`src/sv/epd_pkg.sv`:
```
// Shared types and constants for the encoder PD motor drive.
// Used by the controller, the datapath and the top level; depends on nothing.
package epd_pkg;

    // Default depth of the window of recent encoder counts.
    localparam int WINDOW_DEPTH_DEF = 8;

    // Two pi in Q15.16, rounded, and the reduction constants built from it.
    localparam int          TWO_PI_Q16 = 411775;
    localparam logic [19:0] TWO_PI_20  = 20'(TWO_PI_Q16);
    // 2^47 modulo two pi; the weight of the sign bit of the floored angle product.
    localparam longint      SIGN_MOD   = (64'sd1 <<< 47) % 64'(TWO_PI_Q16);
    localparam logic [20:0] SIGN_MOD_21 = 21'(SIGN_MOD);

    // The reduction walks 48 bits, two bits per cycle.
    localparam int          MOD_STEPS = 24;
    localparam logic [4:0]  MOD_LAST  = 5'(MOD_STEPS - 1);

    // Configuration register indexes.
    localparam logic [2:0] REG_CONTROL_MODE   = 3'd0;
    localparam logic [2:0] REG_OUTPUT_MAX     = 3'd1;
    localparam logic [2:0] REG_COUNT_TO_ANGLE = 3'd2;
    localparam logic [2:0] REG_COUNT_TO_SPEED = 3'd3;
    localparam logic [2:0] REG_POS_GAIN_P     = 3'd4;
    localparam logic [2:0] REG_POS_GAIN_D     = 3'd5;
    localparam logic [2:0] REG_VEL_GAIN_P     = 3'd6;
    localparam logic [2:0] REG_VEL_GAIN_D     = 3'd7;

    // Control modes.
    localparam logic [1:0] MODE_POSITION = 2'd0;
    localparam logic [1:0] MODE_VELOCITY = 2'd1;

    // Operand selection of the shared multiplier.
    typedef enum logic [1:0] {
        OP_SPEED = 2'd0,
        OP_ANGLE = 2'd1,
        OP_GAIN_P = 2'd2,
        OP_GAIN_D = 2'd3
    } op_sel_t;

    // Commands from the controller to the datapath.
    typedef struct packed {
        logic    accept;
        logic    win_update;
        op_sel_t op_sel;
        logic    mod_load;
        logic    mod_step;
        logic    fix;
        logic    err;
        logic    pprod_load;
        logic    acc_load;
        logic    trunc;
        logic    drv_load;
        logic    out_load;
    } cmd_t;

    // Status from the datapath to the controller.
    typedef struct packed {
        logic mod_done;
        logic mode_active;
        logic out_free;
    } status_t;

endpackage

```
`src/sv/encoder_pd_motor_drive.sv`:
```
// Encoder-fed PD motor drive, velocity form. Each request carries one sample
// period: a signed encoder count delta and a target, and gives one result with
// the clamped drive, the measured angle in [0, 2pi) and the measured speed.
// The block works on one request at a time; each request runs through the
// angle reduction (two bits per cycle) and up to four passes through the single
// shared 34 by 34 multiplier. A finished result waits in an output register, so
// the next request is taken while it is still pending. Configuration writes are
// always accepted.
module encoder_pd_motor_drive #(
    parameter int WINDOW_DEPTH = epd_pkg::WINDOW_DEPTH_DEF
) (
    input  logic        clk,
    input  logic        rst_n,
    // Input stream.
    input  logic        s_tvalid,
    output logic        s_tready,
    input  logic [47:0] s_tdata,   // count_delta[15:0], target[47:16]
    // Result stream.
    output logic        m_tvalid,
    input  logic        m_tready,
    output logic [71:0] m_tdata,   // drive[15:0], angle[34:16], speed[66:35], zero
    // Configuration writes.
    input  logic        cfg_valid,
    output logic        cfg_ready,
    input  logic [2:0]  cfg_index,
    input  logic [31:0] cfg_data
);

    localparam int AW = (WINDOW_DEPTH > 1) ? $clog2(WINDOW_DEPTH) : 1;

    logic [1:0]  control_mode_reg;
    logic [14:0] output_max_reg;
    logic [31:0] count_to_angle_reg;
    logic [31:0] count_to_speed_reg;
    logic [23:0] pos_gain_p_reg;
    logic [23:0] pos_gain_d_reg;
    logic [23:0] vel_gain_p_reg;
    logic [23:0] vel_gain_d_reg;

    epd_pkg::cmd_t    cmd;
    epd_pkg::status_t status;

    assign cfg_ready = 1'b1;

    // Configuration registers.
    always_ff @(posedge clk or negedge rst_n)
    begin
        if (!rst_n)
        begin
            control_mode_reg   <= 2'd0;
            output_max_reg     <= 15'h7FFF;
            count_to_angle_reg <= 32'd0;
            count_to_speed_reg <= 32'd0;
            pos_gain_p_reg     <= 24'd0;
            pos_gain_d_reg     <= 24'd0;
            vel_gain_p_reg     <= 24'd0;
            vel_gain_d_reg     <= 24'd0;
        end
        else if (cfg_valid)
        begin
            unique case (cfg_index)
                epd_pkg::REG_CONTROL_MODE:   control_mode_reg   <= cfg_data[1:0];
                epd_pkg::REG_OUTPUT_MAX:     output_max_reg     <= cfg_data[14:0];
                epd_pkg::REG_COUNT_TO_ANGLE: count_to_angle_reg <= cfg_data;
                epd_pkg::REG_COUNT_TO_SPEED: count_to_speed_reg <= cfg_data;
                epd_pkg::REG_POS_GAIN_P:     pos_gain_p_reg     <= cfg_data[23:0];
                epd_pkg::REG_POS_GAIN_D:     pos_gain_d_reg     <= cfg_data[23:0];
                epd_pkg::REG_VEL_GAIN_P:     vel_gain_p_reg     <= cfg_data[23:0];
                epd_pkg::REG_VEL_GAIN_D:     vel_gain_d_reg     <= cfg_data[23:0];
                default:                     control_mode_reg   <= control_mode_reg;
            endcase
        end
    end

    epd_ctrl u_ctrl (
        .clk      (clk),
        .rst_n    (rst_n),
        .s_tvalid (s_tvalid),
        .s_tready (s_tready),
        .status   (status),
        .cmd      (cmd)
    );

    epd_datapath #(
        .WINDOW_DEPTH (WINDOW_DEPTH),
        .AW           (AW)
    ) u_datapath (
        .clk            (clk),
        .rst_n          (rst_n),
        .cmd            (cmd),
        .status         (status),
        .count_delta    (s_tdata[15:0]),
        .target         (s_tdata[47:16]),
        .control_mode   (control_mode_reg),
        .output_max     (output_max_reg),
        .count_to_angle (count_to_angle_reg),
        .count_to_speed (count_to_speed_reg),
        .pos_gain_p     (pos_gain_p_reg),
        .pos_gain_d     (pos_gain_d_reg),
        .vel_gain_p     (vel_gain_p_reg),
        .vel_gain_d     (vel_gain_d_reg),
        .m_tready       (m_tready),
        .m_tvalid       (m_tvalid),
        .m_tdata        (m_tdata)
    );

endmodule

```
`src/sv/epd_ram.sv`:
```
// Generic single-write, single-read RAM with a registered read port.
// Stand-alone; used by the datapath for the count window.
module epd_ram #(
    parameter int WIDTH = 16,
    parameter int DEPTH = 8,
    parameter int AW    = (DEPTH > 1) ? $clog2(DEPTH) : 1
) (
    input  logic             clk,
    input  logic             we,
    input  logic [AW-1:0]    waddr,
    input  logic [WIDTH-1:0] wdata,
    input  logic             re,
    input  logic [AW-1:0]    raddr,
    output logic [WIDTH-1:0] rdata
);

    logic [WIDTH-1:0] mem [DEPTH];
    logic [WIDTH-1:0] rdata_reg;

    // Write port and registered read port.
    always_ff @(posedge clk)
    begin
        if (we)
        begin
            mem[waddr] <= wdata;
        end
        if (re)
        begin
            rdata_reg <= mem[raddr];
        end
    end

    assign rdata = rdata_reg;

endmodule

```
`src/sv/epd_datapath.sv`:
```
// Datapath of the encoder PD motor drive: count window, shared multiplier,
// angle reduction, PD term and output register. Depends on epd_pkg and epd_ram.
module epd_datapath #(
    parameter int WINDOW_DEPTH = epd_pkg::WINDOW_DEPTH_DEF,
    parameter int AW = (WINDOW_DEPTH > 1) ? $clog2(WINDOW_DEPTH) : 1
) (
    input  logic                clk,
    input  logic                rst_n,
    input  epd_pkg::cmd_t       cmd,
    output epd_pkg::status_t    status,
    input  logic [15:0]         count_delta,
    input  logic [31:0]         target,
    input  logic [1:0]          control_mode,
    input  logic [14:0]         output_max,
    input  logic [31:0]         count_to_angle,
    input  logic [31:0]         count_to_speed,
    input  logic [23:0]         pos_gain_p,
    input  logic [23:0]         pos_gain_d,
    input  logic [23:0]         vel_gain_p,
    input  logic [23:0]         vel_gain_d,
    input  logic                m_tready,
    output logic                m_tvalid,
    output logic [71:0]         m_tdata
);

    // Captured request.
    logic [15:0] cd_reg;
    logic [31:0] target_reg;

    // Window state.
    logic [AW-1:0]           head_reg;
    logic [WINDOW_DEPTH-1:0] valid_reg;
    logic [15:0]             ws_reg;
    logic [31:0]             total_reg;
    logic [15:0]             ram_rdata;
    logic [15:0]             old_count;

    // Multiplier.
    logic signed [33:0] mul_a;
    logic signed [33:0] mul_b;
    logic signed [67:0] mul_p_reg;

    // Angle reduction.
    logic [47:0] mod_sh_reg;
    logic        mod_sign_reg;
    logic [18:0] mod_r_reg;
    logic [4:0]  mod_cnt_reg;
    logic [19:0] mod_r1;
    logic [19:0] mod_r2;
    logic signed [20:0] fix_t;
    logic signed [20:0] fix_v;

    // Results and PD state.
    logic [18:0]        ang_reg;
    logic [31:0]        spd_reg;
    logic signed [32:0] e_reg;
    logic signed [33:0] diff_reg;
    logic signed [32:0] last_error_reg;
    logic signed [15:0] last_drive_reg;
    logic signed [59:0] pprod_reg;
    logic signed [59:0] acc_reg;
    logic signed [15:0] term_reg;
    logic signed [15:0] drive_reg;
    logic signed [32:0] e_next;
    logic signed [32:0] meas;
    logic signed [59:0] acc_adj;
    logic signed [31:0] term_wide;
    logic signed [15:0] term_sat;
    logic signed [16:0] drv_sum;
    logic signed [16:0] lim;
    logic signed [15:0] drv_clamp;
    logic [23:0]        gain_p;
    logic [23:0]        gain_d;

    // Output register.
    logic        out_valid_reg;
    logic [15:0] out_drive_reg;
    logic [18:0] out_angle_reg;
    logic [31:0] out_speed_reg;

    // Window memory, read at the head when a request is accepted.
    epd_ram #(
        .WIDTH (16),
        .DEPTH (WINDOW_DEPTH),
        .AW    (AW)
    ) u_window (
        .clk   (clk),
        .we    (cmd.win_update),
        .waddr (head_reg),
        .wdata (cd_reg),
        .re    (cmd.accept),
        .raddr (head_reg),
        .rdata (ram_rdata)
    );

    assign old_count = valid_reg[head_reg] ? ram_rdata : 16'd0;

    // Request capture.
    always_ff @(posedge clk)
    begin
        if (cmd.accept)
        begin
            cd_reg     <= count_delta;
            target_reg <= target;
        end
    end

    // Window sum, running total and head pointer.
    always_ff @(posedge clk or negedge rst_n)
    begin
        if (!rst_n)
        begin
            head_reg  <= '0;
            valid_reg <= '0;
            ws_reg    <= 16'd0;
            total_reg <= 32'd0;
        end
        else if (cmd.win_update)
        begin
            ws_reg              <= ws_reg - old_count + cd_reg;
            total_reg           <= total_reg + {{16{cd_reg[15]}}, cd_reg};
            valid_reg[head_reg] <= 1'b1;
            if (head_reg == AW'(WINDOW_DEPTH - 1))
            begin
                head_reg <= '0;
            end
            else
            begin
                head_reg <= head_reg + 1'b1;
            end
        end
    end

    // Gain selection by mode.
    assign gain_p = control_mode[0] ? vel_gain_p : pos_gain_p;
    assign gain_d = control_mode[0] ? vel_gain_d : pos_gain_d;

    // Operand selection of the shared multiplier.
    always_comb
    begin
        case (cmd.op_sel)
            epd_pkg::OP_ANGLE:
            begin
                mul_a = -$signed({{2{total_reg[31]}}, total_reg});
                mul_b = $signed({2'b00, count_to_angle});
            end
            epd_pkg::OP_GAIN_P:
            begin
                mul_a = $signed({{10{gain_p[23]}}, gain_p});
                mul_b = $signed({e_reg[32], e_reg});
            end
            epd_pkg::OP_GAIN_D:
            begin
                mul_a = $signed({{10{gain_d[23]}}, gain_d});
                mul_b = diff_reg;
            end
            default:
            begin
                mul_a = -$signed({{18{ws_reg[15]}}, ws_reg});
                mul_b = $signed({2'b00, count_to_speed});
            end
        endcase
    end

    always_ff @(posedge clk)
    begin
        mul_p_reg <= mul_a * mul_b;
    end

    // Two restoring steps of the modulo reduction per cycle.
    always_comb
    begin
        mod_r1 = {mod_r_reg, mod_sh_reg[47]};
        if (mod_r1 >= epd_pkg::TWO_PI_20)
        begin
            mod_r1 = mod_r1 - epd_pkg::TWO_PI_20;
        end
        mod_r2 = {mod_r1[18:0], mod_sh_reg[46]};
        if (mod_r2 >= epd_pkg::TWO_PI_20)
        begin
            mod_r2 = mod_r2 - epd_pkg::TWO_PI_20;
        end
    end

    // The sign bit weighs -2^47, folded in once the low bits are reduced.
    always_comb
    begin
        fix_t = $signed({2'b00, mod_r_reg}) - $signed(epd_pkg::SIGN_MOD_21);
        if (!mod_sign_reg)
        begin
            fix_v = $signed({2'b00, mod_r_reg});
        end
        else if (fix_t < 0)
        begin
            fix_v = fix_t + $signed({1'b0, epd_pkg::TWO_PI_20});
        end
        else
        begin
            fix_v = fix_t;
        end
    end

    always_ff @(posedge clk or negedge rst_n)
    begin
        if (!rst_n)
        begin
            mod_cnt_reg <= 5'd0;
        end
        else if (cmd.mod_load)
        begin
            mod_cnt_reg <= 5'd0;
        end
        else if (cmd.mod_step)
        begin
            mod_cnt_reg <= mod_cnt_reg + 5'd1;
        end
    end

    // Floored angle product is a 48-bit signed value in mul_p_reg[63:16].
    always_ff @(posedge clk)
    begin
        if (cmd.mod_load)
        begin
            mod_sh_reg   <= {1'b0, mul_p_reg[62:16]};
            mod_sign_reg <= mul_p_reg[63];
            mod_r_reg    <= 19'd0;
        end
        else if (cmd.mod_step)
        begin
            mod_sh_reg <= {mod_sh_reg[45:0], 2'b00};
            mod_r_reg  <= mod_r2[18:0];
        end
        if (cmd.fix)
        begin
            ang_reg   <= fix_v[18:0];
            spd_reg   <= mul_p_reg[47:16];
            drive_reg <= 16'sd0;
        end
        if (cmd.err)
        begin
            e_reg    <= e_next;
            diff_reg <= $signed({e_next[32], e_next}) -
                        $signed({last_error_reg[32], last_error_reg});
        end
        if (cmd.pprod_load)
        begin
            pprod_reg <= mul_p_reg[59:0];
        end
        if (cmd.acc_load)
        begin
            acc_reg <= pprod_reg + mul_p_reg[59:0];
        end
        if (cmd.trunc)
        begin
            term_reg <= term_sat;
        end
        if (cmd.drv_load)
        begin
            drive_reg <= drv_clamp;
        end
    end

    // Error against the measured angle or speed.
    assign meas   = control_mode[0] ? $signed({spd_reg[31], spd_reg})
                                    : $signed({14'd0, ang_reg});
    assign e_next = $signed({target_reg[31], target_reg}) - meas;

    // Truncate toward zero to an integer and saturate to 16 bits.
    assign acc_adj   = acc_reg + (acc_reg[59] ? 60'sd268435455 : 60'sd0);
    assign term_wide = 32'(acc_adj >>> 28);
    always_comb
    begin
        if (term_wide > 32'sd32767)
        begin
            term_sat = 16'sd32767;
        end
        else if (term_wide < -32'sd32768)
        begin
            term_sat = -16'sd32768;
        end
        else
        begin
            term_sat = term_wide[15:0];
        end
    end

    // New drive, clamped to the symmetric limit.
    assign drv_sum = $signed({last_drive_reg[15], last_drive_reg}) +
                     $signed({term_reg[15], term_reg});
    assign lim     = $signed({2'b00, output_max});
    always_comb
    begin
        if (drv_sum > lim)
        begin
            drv_clamp = lim[15:0];
        end
        else if (drv_sum < -lim)
        begin
            drv_clamp = 16'(-lim);
        end
        else
        begin
            drv_clamp = drv_sum[15:0];
        end
    end

    // Loop state kept across samples.
    always_ff @(posedge clk or negedge rst_n)
    begin
        if (!rst_n)
        begin
            last_error_reg <= 33'sd0;
            last_drive_reg <= 16'sd0;
        end
        else
        begin
            if (cmd.trunc)
            begin
                last_error_reg <= e_reg;
            end
            if (cmd.drv_load)
            begin
                last_drive_reg <= drv_clamp;
            end
        end
    end

    // Output register.
    always_ff @(posedge clk or negedge rst_n)
    begin
        if (!rst_n)
        begin
            out_valid_reg <= 1'b0;
        end
        else if (cmd.out_load)
        begin
            out_valid_reg <= 1'b1;
        end
        else if (m_tready)
        begin
            out_valid_reg <= 1'b0;
        end
    end

    always_ff @(posedge clk)
    begin
        if (cmd.out_load)
        begin
            out_drive_reg <= drive_reg;
            out_angle_reg <= ang_reg;
            out_speed_reg <= spd_reg;
        end
    end

    assign m_tvalid = out_valid_reg;
    assign m_tdata  = {5'd0, out_speed_reg, out_angle_reg, out_drive_reg};

    assign status.mod_done    = (mod_cnt_reg == epd_pkg::MOD_LAST);
    assign status.mode_active = (control_mode == epd_pkg::MODE_POSITION) ||
                                (control_mode == epd_pkg::MODE_VELOCITY);
    assign status.out_free    = !out_valid_reg || m_tready;

    // The reduction remainder never reaches two pi.
    a_mod_range: assert property (@(posedge clk) disable iff (!rst_n)
        cmd.mod_step |=> mod_r_reg < epd_pkg::TWO_PI_20[18:0])
        else $error("angle remainder out of range");

    // A delivered angle is always inside [0, 2pi).
    a_angle_range: assert property (@(posedge clk) disable iff (!rst_n)
        out_valid_reg |-> out_angle_reg < epd_pkg::TWO_PI_20[18:0])
        else $error("angle output out of range");

    // The clamp never lets the most negative code through.
    a_drive_range: assert property (@(posedge clk) disable iff (!rst_n)
        cmd.drv_load |=> drive_reg != -16'sd32768)
        else $error("drive outside clamp");

endmodule

```
`src/sv/epd_ctrl.sv`:
```
// Controller state machine of the encoder PD motor drive: sequences the
// window update, multiplier passes and output. Depends on epd_pkg.
module epd_ctrl (
    input  logic             clk,
    input  logic             rst_n,
    input  logic             s_tvalid,
    output logic             s_tready,
    input  epd_pkg::status_t status,
    output epd_pkg::cmd_t    cmd
);

    typedef enum logic [12:0] {
        S_IDLE    = 13'b0000000000001,
        S_UPDATE  = 13'b0000000000010,
        S_MUL_ANG = 13'b0000000000100,
        S_MUL_SPD = 13'b0000000001000,
        S_MOD     = 13'b0000000010000,
        S_FIX     = 13'b0000000100000,
        S_ERR     = 13'b0000001000000,
        S_MUL_P   = 13'b0000010000000,
        S_MUL_D   = 13'b0000100000000,
        S_ACC     = 13'b0001000000000,
        S_TRUNC   = 13'b0010000000000,
        S_DRV     = 13'b0100000000000,
        S_OUT     = 13'b1000000000000
    } state_t;

    state_t state_reg;
    state_t state_next;

    // Next state and commands.
    always_comb
    begin
        state_next = state_reg;
        cmd        = '0;
        cmd.op_sel = epd_pkg::OP_SPEED;
        unique case (state_reg)
            S_IDLE:
            begin
                if (s_tvalid)
                begin
                    cmd.accept = 1'b1;
                    state_next = S_UPDATE;
                end
            end
            S_UPDATE:
            begin
                cmd.win_update = 1'b1;
                state_next     = S_MUL_ANG;
            end
            S_MUL_ANG:
            begin
                cmd.op_sel = epd_pkg::OP_ANGLE;
                state_next = S_MUL_SPD;
            end
            S_MUL_SPD:
            begin
                cmd.mod_load = 1'b1;
                state_next   = S_MOD;
            end
            S_MOD:
            begin
                cmd.mod_step = 1'b1;
                if (status.mod_done)
                begin
                    state_next = S_FIX;
                end
            end
            S_FIX:
            begin
                cmd.fix    = 1'b1;
                state_next = status.mode_active ? S_ERR : S_OUT;
            end
            S_ERR:
            begin
                cmd.err    = 1'b1;
                state_next = S_MUL_P;
            end
            S_MUL_P:
            begin
                cmd.op_sel = epd_pkg::OP_GAIN_P;
                state_next = S_MUL_D;
            end
            S_MUL_D:
            begin
                cmd.op_sel     = epd_pkg::OP_GAIN_D;
                cmd.pprod_load = 1'b1;
                state_next     = S_ACC;
            end
            S_ACC:
            begin
                cmd.acc_load = 1'b1;
                state_next   = S_TRUNC;
            end
            S_TRUNC:
            begin
                cmd.trunc  = 1'b1;
                state_next = S_DRV;
            end
            S_DRV:
            begin
                cmd.drv_load = 1'b1;
                state_next   = S_OUT;
            end
            S_OUT:
            begin
                if (status.out_free)
                begin
                    cmd.out_load = 1'b1;
                    state_next   = S_IDLE;
                end
            end
            default:
            begin
                state_next = S_IDLE;
            end
        endcase
    end

    always_ff @(posedge clk or negedge rst_n)
    begin
        if (!rst_n)
        begin
            state_reg <= S_IDLE;
        end
        else
        begin
            state_reg <= state_next;
        end
    end

    assign s_tready = (state_reg == S_IDLE);

    // The reduction leaves for the fixup exactly when its count is done.
    a_mod_exit: assert property (@(posedge clk) disable iff (!rst_n)
        (state_reg == S_MOD && status.mod_done) |=> state_reg == S_FIX)
        else $error("reduction did not finish");

    // A request is only taken after the previous result was loaded into the output register.
    a_accept_order: assert property (@(posedge clk) disable iff (!rst_n)
        cmd.accept |-> $past(state_reg) == S_OUT || $past(state_reg) == S_IDLE)
        else $error("request accepted mid item");

    // An unused mode skips the PD passes.
    a_mode_skip: assert property (@(posedge clk) disable iff (!rst_n)
        (state_reg == S_FIX && !status.mode_active) |=> state_reg == S_OUT)
        else $error("unused mode ran the PD term");

endmodule

```
`config.mk`:
```
export PLATFORM = sky130hd
export DESIGN_NAME = encoder_pd_motor_drive
export DESIGN_NICKNAME = d
export VERILOG_FILES = /design/src/sv/epd_pkg.sv /design/src/sv/encoder_pd_motor_drive.sv /design/src/sv/epd_ram.sv /design/src/sv/epd_datapath.sv /design/src/sv/epd_ctrl.sv
export SDC_FILE = /design/constraint.sdc
export NUM_CORES = 2
export LEC_CHECK = 0
export ABC_AREA = 1
export BUFFER_PORTS_ARGS = -buffer_cell sky130_fd_sc_hd__buf_2
export CAP_MARGIN = 20
export CORE_MARGIN = 3
export CORE_UTILIZATION = 66
export DETAILED_ROUTE_END_ITERATION = 10
export GPL_TIMING_DRIVEN = 0
export PLACE_DENSITY = 0.87
export SYNTH_ARGS = -nofsm -noshare
export SYNTH_HDL_FRONTEND = slang
export SYNTH_SLANG_ARGS = --single-unit
```
`constraint.sdc`:
```
create_clock -name clk -period 11.1 [get_ports clk]
set_clock_uncertainty 0.15 [all_clocks]
set_input_delay 2.22 -clock clk [delete_from_list [all_inputs] [get_ports clk]]
set_output_delay 2.22 -clock clk [all_outputs]
set_load 0.02 [all_outputs]
```
==> results.yml <==
critical_path:
  setup.worst_path.start_class: "flop"
  crit_path_end_kind: "flop"
  slowest_stage: "clkbuf_1"
  worst-path-buf-inv: 9
  worstReg2RegStart: "control_mode_reg[0]"
  crit_required_ns: 11.57
  arrival_ns: 11.86
  cpMostUsedCell: "fa_1"
  path_class: "reg2reg"
  crit_family: "adder cells"
  cp_max_fo: 10
  slowest_delay_ns: 0.87
  critPathLaunch: "control_mode_reg[0]"
synthesis:
  synth_warnings: 0
  synthCells: 10800
  synth_flop_cell: "edfxtp_1"
  synthTopCellsByArea: "fa_1, edfxtp_1, nand2_1"
  avgSynthCellArea_um2: 8.60
  synth_cell_type_count: 67
  synth_area_um2: 92600
  netlist.area_leader.share: 0.262
  seq_area_frac_synth: 0.288
  ys_ff_latch: 965
  synth_area_leader_cell: "fa_1"
  synth_edf_count: 577
  async_flop_share: 0.315
finish:
  drive_gt1_frac: 0.0728
  nNetsFinal: 12900
  nFillCells: 10200
  syn2layout_area_growth_pct: 8.92
  regArea_um2: 26600
  largest_register_ffs: 128
  final_area_um2: 101000
  multi_input_area_um2: 57500
floorplan:
  die-area_um2: 145000
  die_x_um: 381
  rows: 136
  die_h_um: 381
  core_area_um2: 138000
  io_pins: 163
  initial_core_util: 0.670
timing:
  final_hold_viol_count: 0
  finalMaxSlewViolations: 0
  fmax_ghz: 0.0878
  setup_ws_ns: -0.291
  fin_crit_sh: 1.03
  finalCriticalPeriod_ns: 11.39
  relSlewSlack: 0.0696
  finalSetupViolCount: 15
  worstMarginPinSlew_ns: 1.39
  whs_ns: 0.269
  finalSetupTns_ns: -1.99
route:
  wl_mm: 371
  routedWlPerCell_um: 28.4
  dr.first_iter.drc_count: 13600
  dr.pass1.iters: 11
  num_vias: 84000
  via_per_inst: 6.43
  drc: 2
  postRouteAntennaNets: 0
placement:
  globalplace.congestion: 1.22
  dpl.hpwl_mm: 296
  io_buffers: 156
  placed_area_um2: 96700
  dpl_worst_slack_ns: -1.18
clock_tree:
  worstSkewPairLatency_ns: 0.73
  numCtsBuffers: 91
  cts_tree: "built"
  root_buffer: "clkbuf_16"
  clk_pin_slew_ns: 0.07
  cts_sinks: 965
  cts_hold_buffers: 0
  htree_num_levels: 3
  clock_path_buffers: 3
grt:
  gr-usage-met3: 0.286
  grt_pass1_wl_mm: 536
  grt-ovfl-total: 0
  grt_max_degree: 120
  grt_pass1_vias: 82200
  grt_util_met2: 0.677
  grtUsageMet1: 0.635
  busiest_layer: "met2"
  grtUsageTotal: 0.510
  grt_antenna_before_repair: 24
run_status:
  status: "complete, but fails checks"
  violations: "design-rule violations, negative setup slack"
min_path:
  holdCritPathClass: "reg2reg"
  hold_path_startpoint: "u_datapath.mul_p_reg[63]"
flow_run:
  cap_violations: 0
==> path summary, 6_finish.rpt <==
| kind | slack (ns) | end | cells after the start |
|---|---|---|---|
| max | -0.29 | u_datapath.mul_p_reg[58] | 33 |
| max in group asynchronous | 8.17 | count_to_speed_reg[27] | 2 |
| max reg2reg | -0.29 | u_datapath.mul_p_reg[58] | 33 |
| min reg2reg | 0.27 | u_datapath.mod_sign_reg | 0 |
| min | 0.27 | u_datapath.mod_sign_reg | 0 |
| min in group asynchronous | 1.40 | u_datapath.last_drive_reg[12] | 1 |
==> synthesized netlist by cell type (16+ instances only) <==
cell type  instances
buf_2             96
o21ai_0          530
buf_1             21
a221oi_1          22
nor2_1          1172
fa_1            1212
o211ai_1          28
ha_1             460
a21o_1            34
xnor2_1           85
clkbuf_1         200
dfstp_2           16
a22oi_1           17
o21a_1            36
nand3b_1          16
xor2_1           197
nand2_1         2350
mux2i_1           23
nand3_1          366
a21oi_1          405
dfrtp_1          288
edfxtp_1         577
clkinv_1          28
inv_1           1994
nor3_1            73
dfxtp_1           84
o2111ai_1         26
a22o_1            16
a31oi_1           51
nor4_1            31
inv_2             23
o21bai_1          28
or2_2             31
nand4_1          106
==> layout by cell type (no fill, tap or decap), types with 23 or more instances in the layout <==
| cell | n |
|---|---|
| o2111ai_1 | 23 |
| clkbuf_1 | 160 |
| o21ai_0 | 520 |
| nor3_1 | 68 |
| nor2_1 | 1154 |
| dfxtp_1 | 84 |
| inv_2 | 27 |
| a21oi_1 | 396 |
| nand3_1 | 361 |
| nand4_1 | 106 |
| diode_2 | 24 |
| clkbuf_4 | 32 |
| ha_1 | 458 |
| o21a_1 | 30 |
| nor4_1 | 26 |
| buf_2 | 237 |
| inv_1 | 1974 |
| or2_2 | 31 |
| nand2_1 | 2328 |
| o21bai_1 | 28 |
| a21o_1 | 34 |
| o211ai_1 | 28 |
| fa_1 | 1197 |
| buf_4 | 60 |
| mux2i_1 | 23 |
| clkbuf_16 | 93 |
| xor2_1 | 196 |
| xnor2_1 | 85 |
| edfxtp_1 | 577 |
| dfrtp_1 | 287 |
| clkbuf_2 | 42 |
| a31oi_1 | 49 |
| clkinvlp_4 | 26 |
==> per-stage QoR <==
step | utilization | std cells
2_1_floorplan | - | 10800
3_3_place_gp | 0.692 | 12800
3_5_place_dp | 0.699 | 12900
4_1_cts | 0.723 | 13000
5_1_grt | 0.729 | 13100
6_report | 0.729 | 13100
==> layout make-up <==
type / instances / share of cell area
Multi-Input combinational cell: 7440 / 0.570
Clock inverter: 43 / 0.00489
Sequential cell: 965 / 0.264
Timing Repair Buffer: 247 / 0.0193
Antenna cell: 24 / 0.000595
Buffer: 321 / 0.0156
Tap cell: 1863 / 0.0231
Clock buffer: 127 / 0.0256
Inverter: 2045 / 0.0771
==> repair_timing <==
item	in CTS	in global routing
setup endpoints to repair	42	35
setup buffers	5	22
gates resized for setup	101	236
pin swaps	1	9
==> per-layer routing <==
layer	wire, µm	vias to the layer above
li1	-	34300
met1	125000	39900
met2	143000	7703
met3	69500	1994
met4	33300	40
met5	780	-
==> cells by family (layout without fill, tap and decap cells) <==
family	after synthesis	count (layout)	share of synthesized area
adders and majority gates	1672	1672	0.324
buffers and inverters	2375	2783	0.0982
muxes	23	23	0.00249
DFF	965	965	0.288
other	2	30	0.0000811
AOI/OAI and AO/OA	1270	1270	0.0779
xor gates and xnor gates	282	282	0.0267
and+or+nand+nor	4187	4187	0.183
Power is not shown: default switching activity piles up to over one toggle a cycle in this logic, so the estimate is an artifact.
